[config.mk]
export PLATFORM = sky130hd
export DESIGN_NAME = ptwa_ram
export DESIGN_NICKNAME = d
export VERILOG_FILES = /design/src/rtl/core/ptwa_ram.sv
export SDC_FILE = /design/constraint.sdc
export NUM_CORES = 2
export LEC_CHECK = 0
export ABC_CLOCK_PERIOD_IN_PS = 5900
export BUFFER_PORTS_ARGS = -buffer_cell sky130_fd_sc_hd__buf_2
export CELL_PAD_IN_SITES_DETAIL_PLACEMENT = 2
export CELL_PAD_IN_SITES_GLOBAL_PLACEMENT = 2
export CORE_MARGIN = 5
export CORE_UTILIZATION = 55
export CTS_CLUSTER_DIAMETER = 100
export DETAILED_ROUTE_END_ITERATION = 7
export GPL_ROUTABILITY_DRIVEN = 0
export PLACE_DENSITY_LB_ADDON = 0.1
export SLEW_MARGIN = 30
export SYNTH_ARGS = -nofsm -noshare
export SYNTH_HDL_FRONTEND = slang
export SYNTH_SLANG_ARGS = --single-unit
[constraint.sdc]
create_clock -name clk_i -period 5.9 [get_ports clk_i]
set_input_delay 1.18 -clock clk_i [delete_from_list [all_inputs] [get_ports clk_i]]
set_output_delay 1.18 -clock clk_i [all_outputs]
set_load 0.1 [all_outputs]
[src/rtl/core/ptwa_ram.sv]
// Generic simple dual-port RAM: one write port, one read port with
// registered read data. No dependencies.
`timescale 1ns / 1ps

module ptwa_ram #(
  parameter int unsigned Width = 16,
  parameter int unsigned Depth = 256
) (
  input  logic                     clk_i,
  input  logic                     we_i,
  input  logic [$clog2(Depth)-1:0] waddr_i,
  input  logic [Width-1:0]         wdata_i,
  input  logic                     re_i,
  input  logic [$clog2(Depth)-1:0] raddr_i,
  output logic [Width-1:0]         rdata_o
);

  logic [Width-1:0] mem_q [Depth];
  logic [Width-1:0] rdata_q;

  always_ff @(posedge clk_i) begin
    if (we_i) begin
      mem_q[waddr_i] <= wdata_i;
    end
    if (re_i) begin
      rdata_q <= mem_q[raddr_i];
    end
  end

  assign rdata_o = rdata_q;

endmodule

==> run_results.csv, run 1 <==
group,metric,value,unit
die,start_util,0.552,
die,die_x,547,µm
synthesis,synth-edff-count,4112,
placement,portBuffers,50,
die,rows,197,
synthesis,netlist.area_leader.share,0.777,
synthesis,yosysWarnings,0,
status,outcome,"aborted with a tool error",
synthesis,ys_seq_area_frac,0.777,
synthesis,synthCells,7360,
synthesis,synth_cell_type_count,51,
status,firstError,"[ERROR DPL-0033] detailed placement checks failed during check placement.",
synthesis,synth_nets,7395,
synthesis,yosysTopAreaCell,"edfxtp_1",
synthesis,synth-async-reset-ratio,0,
synthesis,syn_area_per_cell,21.6,µm²
placement,dpl.hpwl,357000,µm
synthesis,ys_seq_elements,4112,
synthesis,synth_ff_type,"edfxtp_1",
synthesis,synthTopCellsByArea,"edfxtp_1, mux4_2, mux2i_1",
status,stop_stage,"3_5_place_dp",
die,pin_count,51,
die,die_y,547,µm
synthesis,syn_area,159000,µm²
[cell usage after synthesis, drive strengths merged, types with 3 or more instances]
library cell	count
edfxtp	4112
mux4	797
mux2i	565
nor2	304
o221ai	253
clkbuf	230
buf	222
a21oi	175
o22ai	148
nor3	92
mux2	88
a22oi	43
nand2	38
o21ai	38
nand3	35
a22o	32
a221oi	28
nand4	26
o32ai	21
a211oi	18
nor4	18
o31ai	16
and3	11
nor2b	9
a2111oi	6
a31oi	6
or2	5
inv	4
nand2b	3
nand4b	3
[stage by stage]
stage	hold slack, ns	cell area [µm²]	cells
after global placement	1.20	166000	11200
after floorplan	0.973	159000	7360
[cell families after synthesis]
family / count (synthesis) / share of synthesized area
buffers and inverters: 456 / 0.0169
multiplexers: 1450 / 0.155
flip-flops: 4112 / 0.777
AND/OR/NAND/NOR: 556 / 0.0157
AO/OA/AOI/OAI: 786 / 0.0353
==> run 2: changes to the inputs <==
==> config.mk (replaced) <==
export PLATFORM = sky130hd
export DESIGN_NAME = ptwa_ram
export DESIGN_NICKNAME = d
export VERILOG_FILES = /design/src/rtl/core/ptwa_ram.sv
export SDC_FILE = /design/constraint.sdc
export NUM_CORES = 2
export LEC_CHECK = 0
export ABC_CLOCK_PERIOD_IN_PS = 5900
export BUFFER_PORTS_ARGS = -buffer_cell sky130_fd_sc_hd__buf_2
export CORE_MARGIN = 5
export CORE_UTILIZATION = 40
export DETAILED_ROUTE_END_ITERATION = 7
export GPL_ROUTABILITY_DRIVEN = 0
export PLACE_DENSITY_LB_ADDON = 0.15
export SLEW_MARGIN = 30
export SYNTH_ARGS = -nofsm -noshare
export SYNTH_HDL_FRONTEND = slang
export SYNTH_SLANG_ARGS = --single-unit
==> run_results.csv, run 2 <==
group,metric,value,unit
status,outcome,"complete, no violations",
synthesis,synthTopCellsByArea,"edfxtp_1, mux4_2, mux2i_1",
route,dr.max_layer_used,"met5",
power_and_ir_drop,p_leak,57.5,nW
route,drt_iter0_drc,8938,
route,met2_wirelength,214000,µm
synthesis,yosysMostFrequentCell,"edfxtp_1",
timing,period_share,0.762,
clock_tree,clock_path_buffers,4,
setup_path,critical_path_class,"input pin to register",
layout,fill_cells,32700,
layout,drive_gt1_frac,0.265,
timing,fmax,223,MHz
setup_path,r2r_slack,2.72,ns
clock_tree,numCtsBuffers,435,
clock_tree,cts_post_setup_buffers_inserted,0,
setup_path,critical_path.max_fanout,48,
setup_path,reg2reg_depth,7,
route,routedWlPerCell,33.5,µm
synthesis,syn_area,159000,µm²
job,maxCapViolCount,0,
clock_tree,h-tree-depth,5,
synthesis,netlist.area_leader.share,0.777,
synthesis,synth_common_cells,"edfxtp_1, mux4_2, mux2i_1",
synthesis,ys_seq_elements,4112,
synthesis,yosysWarnings,0,
clock_tree,postCtsHoldBufs,0,
clock_tree,clock_latency,0.98,ns
power_and_ir_drop,ir_worst_vdd,0.242,mV
timing,min_period,4.49,ns
global_route,grt_max_degree,174,
layout,largest_reg_flops,4096,
route,met3WireLength,31500,µm
placement,dp_cells,12700,
die,pin_count,51,
clock_tree,clk_pin_slew_worst_paths,0.06,ns
die,die_area,410000,µm²
timing,slew_headroom,0.271,
global_route,grt-ovfl-total,0,
die,die_y,640,µm
die,start_util,0.402,
timing,rsz0062_at_grt,"false",
route,firstDrtPassIters,5,
setup_path,rr_endpoint,"rdata_o[15]",
setup_path,arrival,5.35,ns
synthesis,synth-async-reset-ratio,0,
min_path,hold_path.class,"input pin to register",
layout,final_common_cell,"edfxtp_1",
die,die_x,640,µm
synthesis,ys_seq_area_frac,0.777,
timing,worstMarginPinSlew,1.09,ns
layout,final_area,182000,µm²
timing,finalHoldWorstSlack,0.603,ns
synthesis,synthCells,7360,
placement,place_area,168000,µm²
layout,fin_util,0.461,
synthesis,synth_ff_type,"edfxtp_1",
layout,fin_cells,13500,
layout,top_register,"mem_q",
route,ant_nets,0,
synthesis,syn_area_per_cell,21.6,µm²
global_route,gr-usage-all-layers,0.217,
clock_tree,root_buffer,"clkbuf_16",
layout,area_growth,14.8,%
route,drc_errors,0,
timing,setup_viol,0,
setup_path,r2r_start,"mem_q[15][15]",
setup_path,critPathRequiredTime,6.75,ns
synthesis,synth_cell_type_count,51,
placement,portBuffers,50,
global_route,grt_pass1_wl,630000,µm
setup_path,start_kind,"input pin",
clock_tree,cts_tree,"built",
synthesis,synth-edff-count,4112,
timing,fin_tns_setup,0,ns
setup_path,endpoint,"rdata_o[13]",
die,core,396000,µm²
route,vias_per_cell,5.82,
timing,hold_viol,0,
clock_tree,cts_resized,0,
timing,clock_skew,0.0415,ns
global_route,grt_pass1_vias,78400,
synthesis,synth_nets,7395,
setup_path,startpoint,"raddr_i[1]",
layout,final_cell_mix,"edfxtp_1, mux4_2, mux2i_1, clkbuf_16, buf_4",
placement,dpl.hpwl,274000,µm
layout,nets,7920,
clock_tree,cts_sinks,4112,
timing,drv_slew,0,
setup_path,end_kind,"register",
global_route,antenna_found_initial,33,
route,met1_length,193000,µm
route,drt-total-wl,452000,µm
die,rows,231,
power_and_ir_drop,powerDensity,342,nW/µm²
route,vias,78700,
synthesis,yosysTopAreaCell,"edfxtp_1",
-- run 2: cell counts after synthesis --
No cell type changed its count.
-- run 2: worst min-delay path by stage --
stage,cells after the start,endpoint,slack (ns),startpoint
floorplan,6,rdata_o[1],0.97,mem_q[232][1]
global placement,6,rdata_o[0],1.24,mem_q[200][0]
detailed placement,6,rdata_o[0],1.24,mem_q[201][0]
CTS,1,mem_q[231][4],0.54,wdata_i[4]
global route,1,mem_q[231][4],0.57,wdata_i[4]
finish,1,mem_q[251][14],0.60,wdata_i[14]
-- run 2: cells by family after synthesis --
logic type,Yosys count,synth area share
buf+inv,456,0.0169
mux,1450,0.155
simple gates,556,0.0157
flops,4112,0.777
compound gates,786,0.0353
-- run 2: cell type report --
cell class	instances	area (µm²)	share of cell area
repair buffers	540	4990	0.0274
clock buffers	539	11400	0.0623
clock inverters	258	2530	0.0139
well taps	5242	6560	0.0360
diodes	20	50.0	0.000274
inverters	4	27.5	0.000151
multi-input cells	2792	33400	0.183
flip-flops and latches	4112	123000	0.677
-- run 2: where the power goes --
group	switching [mW]	internal, mW	total (mW)
sequential	0.0485	32.2	32.3
combinational	2.18	1.05	3.23
clock	11.3	15.6	26.8
total	13.5	48.8	62.3
-- run 2: through the flow --
stage                     worst slack (ns)  total power [mW]
after global placement               0.248              36.1
after global routing                  1.48              64.3
after CTS                             1.56              62.9
final                                 1.41              62.3
after detailed placement             0.460              36.2
after floorplan                       2.47              34.5
-- run 2: per-layer routing --
metal	vias to the layer above	GRT usage
met1	42800	0.311
met4	6	0.0560
met5	-	0
met2	2778	0.346
met3	587	0.0402
li1	32400	-
-- run 2: critical path, stage by stage --
cell	delay [ns]
buf_8	0.44
nand2b_4	0.41
buf_12	0.33
buf_12	0.25
o221ai_1	0.33
o22ai_1	0.15
o21ai_0	0.74
buf_4	0.28
nand4_1	0.32
nor4_1	0.52
buf_4	0.20
Power figures use the tool's default switching activity.
